**src/hw/rtl/lr4_pkg.sv**
```systemverilog
`timescale 1ns / 1ps
// Shared constants for the fourth-order crossover section.
// No dependencies; imported by lr4_cascaded_biquad_filter.
package lr4_pkg;

  localparam int SAMPLE_WIDTH_DEF = 24;
  localparam int COEF_WIDTH_DEF   = 32;

  // Coefficient register file
  localparam int NUM_GAINS  = 5;
  localparam int CFG_ADDR_W = 3;

  // Register indexes; also the order of the terms in the stage sum
  localparam logic [CFG_ADDR_W-1:0] IDX_FF0 = 3'd0;
  localparam logic [CFG_ADDR_W-1:0] IDX_FF1 = 3'd1;
  localparam logic [CFG_ADDR_W-1:0] IDX_FF2 = 3'd2;
  localparam logic [CFG_ADDR_W-1:0] IDX_FB1 = 3'd3;
  localparam logic [CFG_ADDR_W-1:0] IDX_FB2 = 3'd4;

endpackage

```
**src/hw/rtl/lr4_cascaded_biquad_filter.sv**
```systemverilog
`timescale 1ns / 1ps
// Bit-serial datapath: the multiply-accumulate takes one sample bit of all five
// taps per cycle and runs twice per item, once per biquad. A new item is
// accepted only once the previous result has moved into the output register.
// Reset (rst_n, synchronous, active low): coefficients, sample history and
// handshake state all clear to zero.
module lr4_cascaded_biquad_filter #(
  parameter int SAMPLE_WIDTH = lr4_pkg::SAMPLE_WIDTH_DEF,
  parameter int COEF_WIDTH   = lr4_pkg::COEF_WIDTH_DEF,
  parameter int DATA_W       = ((SAMPLE_WIDTH + 7) / 8) * 8
) (
  input  logic                            clk,
  input  logic                            rst_n,
  // input stream; tdata: [SAMPLE_WIDTH-1:0] in_sample, zero padded above
  input  logic                            in_tvalid,
  output logic                            in_tready,
  input  logic [DATA_W-1:0]               in_tdata,
  // result stream; tdata: [SAMPLE_WIDTH-1:0] out_sample, zero padded above
  output logic                            out_tvalid,
  input  logic                            out_tready,
  output logic [DATA_W-1:0]               out_tdata,
  // coefficient write port
  input  logic                            cfg_we,
  input  logic [lr4_pkg::CFG_ADDR_W-1:0]  cfg_addr,
  input  logic [COEF_WIDTH-1:0]           cfg_wdata
);
  import lr4_pkg::*;

  localparam int SW     = SAMPLE_WIDTH;
  localparam int CW     = COEF_WIDTH;
  // Partial sum: 5 products of CW x 1 bits plus negation headroom
  localparam int ACC_W  = CW + 4;
  localparam int FULL_W = ACC_W + SW;
  localparam int FRAC   = CW - 2;
  localparam int RES_W  = FULL_W - FRAC;
  localparam int CNT_W  = $clog2(SW);

  localparam logic signed [RES_W-1:0] SAT_MAX = {{(RES_W-SW+1){1'b0}}, {(SW-1){1'b1}}};
  localparam logic signed [RES_W-1:0] SAT_MIN = {{(RES_W-SW+1){1'b1}}, {(SW-1){1'b0}}};
  localparam logic [FULL_W-1:0]       RND     = FULL_W'(1) << (FRAC - 1);

  typedef enum logic [2:0] {
    ST_IDLE,
    ST_MAC1,
    ST_FIN1,
    ST_MAC2,
    ST_FIN2
  } state_t;

  state_t state_r;

  // Coefficients, indexed by register index
  logic signed [CW-1:0] gain_r [NUM_GAINS];

  // Sample history; stage 1 output doubles as stage 2 input history
  logic signed [SW-1:0] in_prev1_r, in_prev2_r;
  logic signed [SW-1:0] mid_prev1_r, mid_prev2_r;
  logic signed [SW-1:0] out_prev1_r, out_prev2_r;

  // Tap operands, shifted out LSB first, one per coefficient
  logic [SW-1:0] tap_sh_r [NUM_GAINS];

  // Shift-add datapath: high partial sum and the bits shifted out below it
  logic signed [ACC_W-1:0] psum_r;
  logic [SW-1:0]           lsum_r;
  logic [CNT_W-1:0]        bit_cnt_r;

  logic                    out_tvalid_r;
  logic [SW-1:0]           out_sample_r;

  // ---------------------------------------------------------------------
  // Bit-serial multiply-accumulate step.
  // Each tap contributes its coefficient when the current sample bit is set;
  // feedback taps contribute the negated coefficient. The sample MSB carries
  // weight -2^(SW-1), so on the last step the selected sum is subtracted.
  // ---------------------------------------------------------------------
  logic signed [ACC_W-1:0] term [NUM_GAINS];
  logic signed [ACC_W-1:0] tap_sum;
  logic signed [ACC_W-1:0] step_sum;
  logic signed [ACC_W-1:0] psum_nxt;
  logic [SW-1:0]           lsum_nxt;
  logic                    last_bit;

  always_comb begin
    logic signed [ACC_W-1:0] ext;
    tap_sum = '0;
    for (int k = 0; k < NUM_GAINS; k++) begin
      ext = {{(ACC_W-CW){gain_r[k][CW-1]}}, gain_r[k]};
      if (!tap_sh_r[k][0]) begin
        term[k] = '0;
      end else if (CFG_ADDR_W'(k) >= IDX_FB1) begin
        term[k] = -ext;
      end else begin
        term[k] = ext;
      end
      tap_sum = tap_sum + term[k];
    end
  end

  assign last_bit = (bit_cnt_r == CNT_W'(SW - 1));
  assign step_sum = last_bit ? (psum_r - tap_sum) : (psum_r + tap_sum);
  assign psum_nxt = step_sum >>> 1;
  assign lsum_nxt = {step_sum[0], lsum_r[SW-1:1]};

  // ---------------------------------------------------------------------
  // Stage finish: round to nearest (ties up), drop the fraction, saturate.
  // ---------------------------------------------------------------------
  logic signed [FULL_W-1:0] full_sum;
  logic signed [FULL_W-1:0] rnd_sum;
  logic signed [RES_W-1:0]  stage_q;
  logic signed [SW-1:0]     stage_y;

  assign full_sum = {psum_r, lsum_r};
  assign rnd_sum  = full_sum + $signed(RND);
  assign stage_q  = rnd_sum[FULL_W-1:FRAC];

  always_comb begin
    if (stage_q > SAT_MAX) begin
      stage_y = SAT_MAX[SW-1:0];
    end else if (stage_q < SAT_MIN) begin
      stage_y = SAT_MIN[SW-1:0];
    end else begin
      stage_y = stage_q[SW-1:0];
    end
  end

  // Accept only when idle; the output register lets the next item in while
  // a finished result still waits downstream.
  assign in_tready  = (state_r == ST_IDLE);
  assign out_tvalid = out_tvalid_r;
  assign out_tdata  = DATA_W'(out_sample_r);

  logic out_free;
  assign out_free = !out_tvalid_r || out_tready;

  always_ff @(posedge clk) begin
    if (!rst_n) begin
      state_r      <= ST_IDLE;
      out_tvalid_r <= 1'b0;
      in_prev1_r   <= '0;
      in_prev2_r   <= '0;
      mid_prev1_r  <= '0;
      mid_prev2_r  <= '0;
      out_prev1_r  <= '0;
      out_prev2_r  <= '0;
      bit_cnt_r    <= '0;
      for (int k = 0; k < NUM_GAINS; k++) begin
        gain_r[k] <= '0;
      end
    end else begin
      // Coefficient writes; indexes past the last register are dropped
      if (cfg_we && (cfg_addr < CFG_ADDR_W'(NUM_GAINS))) begin
        gain_r[cfg_addr] <= cfg_wdata;
      end

      // Raise the result as stage 2 finishes into a free register; drop it once taken
      if ((state_r == ST_FIN2) && out_free) begin
        out_tvalid_r <= 1'b1;
      end else if (out_tready) begin
        out_tvalid_r <= 1'b0;
      end

      case (state_r)
        ST_IDLE: begin
          if (in_tvalid) begin
            // Load stage 1 taps, then advance the input history
            tap_sh_r[IDX_FF0] <= in_tdata[SW-1:0];
            tap_sh_r[IDX_FF1] <= in_prev1_r;
            tap_sh_r[IDX_FF2] <= in_prev2_r;
            tap_sh_r[IDX_FB1] <= mid_prev1_r;
            tap_sh_r[IDX_FB2] <= mid_prev2_r;
            in_prev2_r        <= in_prev1_r;
            in_prev1_r        <= in_tdata[SW-1:0];
            psum_r            <= '0;
            bit_cnt_r         <= '0;
            state_r           <= ST_MAC1;
          end
        end

        ST_MAC1, ST_MAC2: begin
          psum_r    <= psum_nxt;
          lsum_r    <= lsum_nxt;
          bit_cnt_r <= last_bit ? '0 : bit_cnt_r + CNT_W'(1);
          for (int k = 0; k < NUM_GAINS; k++) begin
            tap_sh_r[k] <= tap_sh_r[k] >> 1;
          end
          if (last_bit) begin
            state_r <= (state_r == ST_MAC1) ? ST_FIN1 : ST_FIN2;
          end
        end

        ST_FIN1: begin
          // Stage 1 result feeds stage 2; history reads see the old values
          tap_sh_r[IDX_FF0] <= stage_y;
          tap_sh_r[IDX_FF1] <= mid_prev1_r;
          tap_sh_r[IDX_FF2] <= mid_prev2_r;
          tap_sh_r[IDX_FB1] <= out_prev1_r;
          tap_sh_r[IDX_FB2] <= out_prev2_r;
          mid_prev2_r       <= mid_prev1_r;
          mid_prev1_r       <= stage_y;
          psum_r            <= '0;
          state_r           <= ST_MAC2;
        end

        ST_FIN2: begin
          // Hold the finished sum until the output register is free
          if (out_free) begin
            out_sample_r <= stage_y;
            out_prev2_r  <= out_prev1_r;
            out_prev1_r  <= stage_y;
            state_r      <= ST_IDLE;
          end
        end

        default: begin
          state_r <= ST_IDLE;
        end
      endcase
    end
  end

endmodule

```
**config.mk**
```make
export PLATFORM = sky130hd
export DESIGN_NAME = lr4_cascaded_biquad_filter
export DESIGN_NICKNAME = d
export VERILOG_FILES = /design/src/hw/rtl/lr4_pkg.sv /design/src/hw/rtl/lr4_cascaded_biquad_filter.sv
export SDC_FILE = /design/constraint.sdc
export NUM_CORES = 1
export LEC_CHECK = 0
export BUFFER_PORTS_ARGS = -buffer_cell sky130_fd_sc_hd__buf_4
export CORE_MARGIN = 10
export CORE_UTILIZATION = 41
export CTS_BUF_LIST = sky130_fd_sc_hd__clkbuf_4
export CTS_CLUSTER_SIZE = 40
export DETAILED_ROUTE_END_ITERATION = 16
export PLACE_DENSITY = 0.56
export SETUP_SLACK_MARGIN = 0.15
export SYNTH_ARGS = -nofsm -noshare
export SYNTH_HDL_FRONTEND = slang
export SYNTH_SLANG_ARGS = --single-unit
```
**constraint.sdc**
```tcl
create_clock -name clk -period 15.73 [get_ports clk]
set_clock_uncertainty 0.2 [all_clocks]
set_input_delay 3.146 -clock clk [delete_from_list [all_inputs] [get_ports clk]]
set_output_delay 3.146 -clock clk [all_outputs]
set_load 0.02 [all_outputs]
```
==> impl_summary.log, run 1 <==
[metrics] outcome: complete, no violations
[metrics] class of the most critical setup path: reg2reg
[metrics] maximum number of buffers from clock root to sink: 3
[metrics] Hold Violations, Final: 0
[metrics] transition time at the pin with the least slew margin: roughly 1.1 ns
[metrics] Final setup violation count: 0
[metrics] aggregate global routing overflow: 0
[metrics] CP startpoint kind: register
[metrics] Most used DFF post-synth: edfxtp_1
[metrics] placement-stage cell area: a little over 30000 um2
[metrics] RSZ-0062 raised after global routing: no
[metrics] cell types with the largest area share after synthesis: edfxtp_1, dfxtp_1, fa_1, nand2_1, and2_1
[metrics] number of nets in the finished design: about 3300
[metrics] Slew Viols, Final: 0
[metrics] clock latency on the worst-skew pair: 1.00 ns
[metrics] post-synth net total: about 3200
[metrics] post-synth top area cell: edfxtp_1
[metrics] post-CTS resize count: 0
[metrics] capture instance of the worst register-to-register path: psum_r[33]$_SDFFCE_PP0P_
[metrics] Slew HR: roughly 24%
[metrics] global-route wire length before repair: 118200 um
[metrics] Post-synth ARST share: 0%
[metrics] mean post-synth cell area: about 9.9 um2
[metrics] CP startpoint: gain_r[3][2]$_SDFFCE_PN0P_
[metrics] number of synthesized flops with an enable pin: 339
[metrics] power density over the cells: around 150 nW/um2
[metrics] detailed-router iteration count before antenna repair: 5
[metrics] buffer type at the clock tree root: clkbuf_4
[metrics] top achievable clock speed: 103.0 MHz
[metrics] clock slew at the register clock pins of the worst setup and hold paths: ~0.07 ns
[metrics] capturing instance or port of the critical path: psum_r[33]$_SDFFCE_PP0P_
[metrics] number of ports placed on the die boundary: 90
[metrics] number of distinct library cells after synthesis: 82
[metrics] TritonCTS clock tree: done
[metrics] Maximum Capacitance Violations: 0
[metrics] layout cell share with drive strength beyond 1: between 10 and 15%
[metrics] count of buffers from port buffering: 89
[metrics] area of the core region: ~70000 um2
[metrics] total length of routed wires: roughly 74000 um
[metrics] GRT Total Usage: about 18%
[metrics] starting density of the core: around two fifths
[metrics] critical-path cell with the highest stage delay: o41ai_1
[metrics] critical path endpoint category: register
[metrics] largest net degree at the start of global routing: about 130
[metrics] worst-path fanout max: 9
[metrics] number of placement rows: 97
[metrics] chip height: 286.3 um
[metrics] total clock sinks: roughly 490
[metrics] P_leak: 0.01336 uW
[metrics] signed area change from the synthesized netlist to the final layout: 11.92%
[metrics] biggest cell delay along the critical path: approximately 0.78 ns
[metrics] share of the clock period used by the worst path after layout: between 60 and 70%
[metrics] R2R setup slack: approximately 6 ns
[metrics] 1st-iter DRT viols: ~1300
[metrics] DR vias: between 20000 and 25000
[metrics] count of hold buffers inserted by post-cts repair: 0
[metrics] final worst path period need: roughly 10 ns
[metrics] FF+latch count, synth: 492
[metrics] portion of synthesized cell area occupied by the leading cell type: a little over a third
[metrics] register area share after synthesis: 45.56%
[metrics] detailed placer's ending HPWL: 51360 um
[metrics] per-cell via count in the routed design: around 5.2
[metrics] crit path DAT: between 10 and 15 ns
[metrics] max reg flops: 160
[metrics] Mapped Area: 29070 um2
[metrics] total negative slack: 0 ns
[metrics] launch instance of the worst register-to-register path: gain_r[3][2]$_SDFFCE_PN0P_
[metrics] required time reported for the critical path endpoint: between 15 and 20 ns
[metrics] initial antenna violation count: 2
[metrics] Die Outline Area: between 80000 and 90000 um2
[metrics] Peak supply drop: 0.00007248 V
[metrics] total number of yosys warnings: 0
[metrics] number of cell instances on the worst register-to-register path: 31
[metrics] Top reg by flops: gain_r
[metrics] CTS H-tree depth: 4
[metrics] number of CTS-inserted buffers: 140
[metrics] worst hold path class: reg2reg
[metrics] Post-CTS Repair Setup Buffers: 0
[metrics] die extent in x: between 200 and 300 um
[metrics] Avg WL per Cell: 17.88 um
[metrics] count of unresolved DRC violations after routing: 0
[metrics] number of instances in the synthesized netlist: 2941
[metrics] top flop regs: gain_r: 160 flops, tap_sh_r: 120 flops, psum_r: 35 flops
[metrics] Final Cell Area: between 30000 and 40000 um2
[metrics] Placer Congestion: about 0.87
[metrics] via count of the first global-routing pass: around 22000
[metrics] number of routed nets with antenna violations: 0
## final cells by class
cell class | count | area, um2
fillers | 6721 | 37620
multi-input cells | 2151 | 14760
flip-flops and latches | 492 | 13240
clock buffers | 215 | 1614
well taps | 940 | 1176
repair buffers | 121 | 908.4
inverters | 160 | 600.6
clock inverters | 35 | 214.0
diodes | 5 | 12.51
## power by group
| group | leakage, uW | total (uW) | internal, uW | switching (uW) |
|---|---|---|---|---|
| Combinational | 0.00778 | 2040 | 810 | 1230 |
| Clock | 0.00108 | 1200 | 631 | 574 |
| Sequential | 0.00450 | 1580 | 1510 | 71.2 |
## how the worst min path moves through the flow
stage	start	endpoint	slack, ns	cells past startpoint
2_1_floorplan	mid_prev1_r[0]$_SDFFE_PN0P_	mid_prev1_r[0]$_SDFFE_PN0P_	0.24	2
3_3_place_gp	mid_prev2_r[12]$_SDFFE_PN0P_	mid_prev2_r[12]$_SDFFE_PN0P_	0.25	2
3_5_place_dp	mid_prev2_r[12]$_SDFFE_PN0P_	mid_prev2_r[12]$_SDFFE_PN0P_	0.25	2
4_1_cts	in_prev1_r[15]$_SDFFE_PN0P_	in_prev2_r[15]$_SDFFE_PN0P_	0.23	2
5_1_grt	mid_prev1_r[1]$_SDFFE_PN0P_	mid_prev1_r[1]$_SDFFE_PN0P_	0.28	2
6_report	in_prev1_r[15]$_SDFFE_PN0P_	in_prev2_r[15]$_SDFFE_PN0P_	0.24	2
## kinds of logic (layout without fill, tap and decap cells)
logic type | Yosys count | count (layout) | share of synthesized area, %
AND/OR/NAND/NOR | 1190 | 1190 | 20.43
multiplexers | 120 | 120 | 4.137
AO/OA/AOI/OAI | 508 | 508 | 10.90
adder cells (fa/ha/maj) | 180 | 180 | 10.46
buffers and inverters | 298 | 531 | 3.866
flip-flops | 492 | 492 | 45.56
other | 0 | 5 | 0
XOR/XNOR | 153 | 153 | 4.658
## cell usage after synthesis, types with 32 or more instances
master / instances
nor2_1: 146
mux2i_1: 119
xnor2_1: 89
edfxtp_1: 339
and2_1: 276
a21o_1: 37
dfxtp_1: 153
inv_1: 160
fa_1: 105
o21ai_1: 32
clkbuf_1: 114
nand2_1: 483
a21boi_0: 81
nand3_1: 33
and3_1: 36
ha_1: 75
a21oi_1: 77
nor3_1: 44
o21ai_0: 182
xor2_1: 63
## routing by layer
metal  part of all wire (%)  global-route usage (%)  vias up
met1                     47                   23.95    10280
met5                      0                       0        -
li1                       -                       -    10490
met3                    5.1                   4.046      105
met2                     45                   28.51      497
met4                    2.1                   5.935        0
## worst max-delay path, delay by kind of cell (launching register included)
kind	cells	cell delay, ns
and+or+nand+nor	17	4.02
adders and majority gates	5	2.37
AOI/OAI and AO/OA	4	1.89
DFF	1	0.45
xor gates and xnor gates	2	0.36
buffers and inverters	3	0.15
## through the flow
stage	power (uW)	utilization, %	setup slack, ns	instances	hold WS, ns
floorplan	3138	-	6.183	2941	0.2354
global placement	3592	43.75	6.438	3864	0.2457
finish	4829	46.37	6.017	4119	0.2436
CTS	4863	46.36	6.163	4114	0.2281
detailed placement	3632	43.75	6.218	3864	0.2527
global route	5206	46.37	5.390	4117	0.2779
## layout by cell type, fill, tap and decap left out, types with 8 or more instances in the layout
| cell type | Yosys | routed |
|---|---|---|
| nand2_1 | 483 | 481 |
| edfxtp_1 | 339 | 339 |
| and2_1 | 276 | 276 |
| clkbuf_4 | 0 | 215 |
| o21ai_0 | 182 | 180 |
| inv_1 | 160 | 160 |
| dfxtp_1 | 153 | 153 |
| nor2_1 | 146 | 144 |
| buf_4 | 1 | 121 |
| mux2i_1 | 119 | 119 |
| fa_1 | 105 | 105 |
| xnor2_1 | 89 | 89 |
| a21boi_0 | 81 | 81 |
| a21oi_1 | 77 | 77 |
| ha_1 | 75 | 75 |
| xor2_1 | 63 | 63 |
| nor3_1 | 44 | 41 |
| a21o_1 | 37 | 37 |
| and3_1 | 36 | 34 |
| nand3_1 | 33 | 32 |
| o21ai_1 | 32 | 32 |
| or3_1 | 29 | 29 |
| nor3b_1 | 28 | 28 |
| nand4_1 | 21 | 21 |
| clkinv_1 | 0 | 18 |
| nor4_1 | 16 | 16 |
| nand2b_1 | 16 | 16 |
| o21a_1 | 11 | 11 |
| a211oi_1 | 11 | 11 |
| a31oi_1 | 10 | 10 |
| nor2b_1 | 9 | 9 |
| o31ai_1 | 8 | 8 |
Note: power is estimated with default switching activity, not from simulation.
==> run 2: changes to the inputs <==
==> constraint.sdc (replaced) <==
create_clock -name clk -period 9.8 [get_ports clk]
set_clock_uncertainty 0.2 [all_clocks]
set_input_delay 1.96 -clock clk [delete_from_list [all_inputs] [get_ports clk]]
set_output_delay 1.96 -clock clk [all_outputs]
set_load 0.02 [all_outputs]
==> impl_summary.log, run 2 (same netlist as run 1, synthesis figures left out) <==
[metrics] outcome: complete, no violations
[metrics] detailed placer's ending HPWL: 51650 um
[metrics] clock slew at the register clock pins of the worst setup and hold paths: 0.07 ns
[metrics] most frequent standard cell in the layout excluding fill and tap cells: nand2_1
[metrics] transition time at the pin with the least slew margin: about 1.2 ns
[metrics] source of the worst hold timing path: out_prev1_r[3]$_SDFFE_PN0P_
[metrics] NetSw: 3019 uW
[metrics] chip height: about 290 um
[metrics] critical-path cell with the highest stage delay: fa_1
[metrics] top flop regs: gain_r: 160 flops, tap_sh_r: 120 flops, psum_r: 35 flops
[metrics] post-CTS resize count: 0
[metrics] top achievable clock speed: between 100 and 150 MHz
[metrics] worst hold path class: reg2reg
[metrics] launch instance of the worst register-to-register path: gain_r[3][2]$_SDFFCE_PN0P_
[metrics] Clk pwr share: ~25%
[metrics] worst-path fanout max: 8
[metrics] Slew Viols, Final: 0
[metrics] number of buffer and inverter stages on the critical path: 2
[metrics] number of routed nets with antenna violations: 0
[metrics] number of nets in the finished design: about 3300
[metrics] Final setup violation count: 0
[metrics] GRT Total Usage: a little under a fifth
[metrics] 1st-iter DRT viols: between 1000 and 1500
[metrics] fraction of power consumed by combinational cells: between 40% and 50%
[metrics] crit path DAT: slightly below 10 ns
[metrics] count of hold buffers inserted by post-cts repair: 0
[metrics] Post-CTS Repair Setup Buffers: 0
[metrics] biggest cell delay along the critical path: 0.55 ns
[metrics] Peak supply drop: between 0.0001 and 0.00015 V
[metrics] area of the core region: around 70000 um2
[metrics] Maximum Capacitance Violations: 0
[metrics] global-route wire length before repair: about 120000 um
[metrics] number of stages on the worst hold path: 2
[metrics] P_leak: 0.01337 uW
[metrics] Placer Congestion: 0.8765
[metrics] number of ports placed on the die boundary: 90
[metrics] capture instance of the worst register-to-register path: psum_r[34]$_SDFFCE_PP0P_
[metrics] share of the clock period used by the worst path after layout: 94.46%
[metrics] Top reg by flops: gain_r
[metrics] CP startpoint kind: register
[metrics] number of cell instances on the worst register-to-register path: 33
[metrics] Die Outline Area: between 80000 and 90000 um2
[metrics] RSZ-0062 raised after global routing: no
[metrics] detailed-router iteration count before antenna repair: 5
[metrics] CTS H-tree depth: 4
[metrics] gate family responsible for the most delay along the worst path: simple AND/OR/NAND/NOR gates
[metrics] clock latency on the worst-skew pair: 0.97 ns
[metrics] die extent in x: around 290 um
[metrics] number of placement rows: 97
[metrics] Worst Hold Path EP: out_prev2_r[3]$_SDFFE_PN0P_
[metrics] final worst path period need: approximately 9.3 ns
[metrics] Placed Cells: approximately 3900
[metrics] Int Pwr: ~4800 uW
[metrics] TritonCTS clock tree: done
[metrics] starting density of the core: between 40 and 50%
[metrics] per-cell via count in the routed design: roughly 5.2
[metrics] final cell count without fillers: around 4100
[metrics] buffer type at the clock tree root: clkbuf_4
[metrics] Avg WL per Cell: 18.02 um
[metrics] R2R setup slack: around 0.54 ns
[metrics] most used cells in the layout excluding fill and tap cells: nand2_1, edfxtp_1, and2_1
[metrics] maximum number of buffers from clock root to sink: 3
[metrics] Slew HR: around a fifth
[metrics] signed area change from the synthesized netlist to the final layout: 12.12%
[metrics] max reg flops: 160
[metrics] total negative slack: 0 ns
[metrics] power density over the cells: 238.5 nW/um2
[metrics] number of CTS-inserted buffers: around 140
[metrics] count of unresolved DRC violations after routing: 0
[metrics] Hold Violations, Final: 0
[metrics] required time reported for the critical path endpoint: roughly 10 ns
[metrics] worst hold slack: about 0.24 ns
[metrics] switching share of power: between 30% and 40%
[metrics] class of the most critical setup path: reg2reg
[metrics] via count of the first global-routing pass: between 20000 and 25000
[metrics] sequential share of power: about 33%
[metrics] total clock sinks: around 490
[metrics] DR vias: approximately 21000
[metrics] total length of routed wires: approximately 74000 um
[metrics] aggregate global routing overflow: 0
[metrics] count of buffers from port buffering: between 80 and 90
[metrics] critical path endpoint category: register
[metrics] largest net degree at the start of global routing: roughly 240
[metrics] initial antenna violation count: 3
[metrics] layout cell share with drive strength beyond 1: between 10% and 20%
## run 2: power groups by stage
stage	Sequential [uW]	Combinational, uW	Clock, uW
floorplan	2550	2490	0
global placement	2580	3180	0
detailed placement	2590	3250	0
CTS	2550	3270	1970
global route	2560	3720	2090
finish	2550	3320	1910
## run 2: tightest hold or removal path, cell delays in order (launching register included)
cell and delay [ns]:
dfxtp_1 0.33, nand2_1 0.05, a21boi_0 0.06
## run 2: worst max path at each step
stage                                     startpoint                        to  cells after the start
after detailed placement  gain_r[3][2]$_SDFFCE_PN0P_  psum_r[33]$_SDFFCE_PP0P_                     31
after global placement    gain_r[3][2]$_SDFFCE_PN0P_  psum_r[33]$_SDFFCE_PP0P_                     31
final                     gain_r[3][2]$_SDFFCE_PN0P_  psum_r[34]$_SDFFCE_PP0P_                     33
after global routing      gain_r[3][2]$_SDFFCE_PN0P_  psum_r[34]$_SDFFCE_PP0P_                     32
after floorplan           gain_r[3][2]$_SDFFCE_PN0P_  psum_r[33]$_SDFFCE_PP0P_                     34
after CTS                 gain_r[3][2]$_SDFFCE_PN0P_  psum_r[33]$_SDFFCE_PP0P_                     31
## run 2: through the flow
step	instance area (um2)	setup WS (ns)	utilization, %	total power, uW
4_1_cts	32520	0.2387	46.37	7789
3_5_place_dp	30740	0.3080	43.82	5840
6_report	32590	0.5433	46.46	7774
2_1_floorplan	29070	1.190	-	5037
5_1_grt	32590	0.09688	46.46	8373
3_3_place_gp	30740	0.5917	43.82	5763
## run 2: routing by layer
layer | global-route usage (%) | share of wire [%]
met1 | 24.30 | 48
met2 | 28.67 | 46
met3 | 3.446 | 4.6
met4 | 6.343 | 2.1
met5 | 0 | 0
## run 2: cell type report
cell class                 instances  area [um2]
antenna                            2       5.005
clock buffer                     207        1554
clock inverter                    33       230.2
fill                            6802       37560
inverter                         160       600.6
multi-input combinational       2151       14820
sequential                       492       13240
tap                              940        1176
timing repair buffer             126       958.4
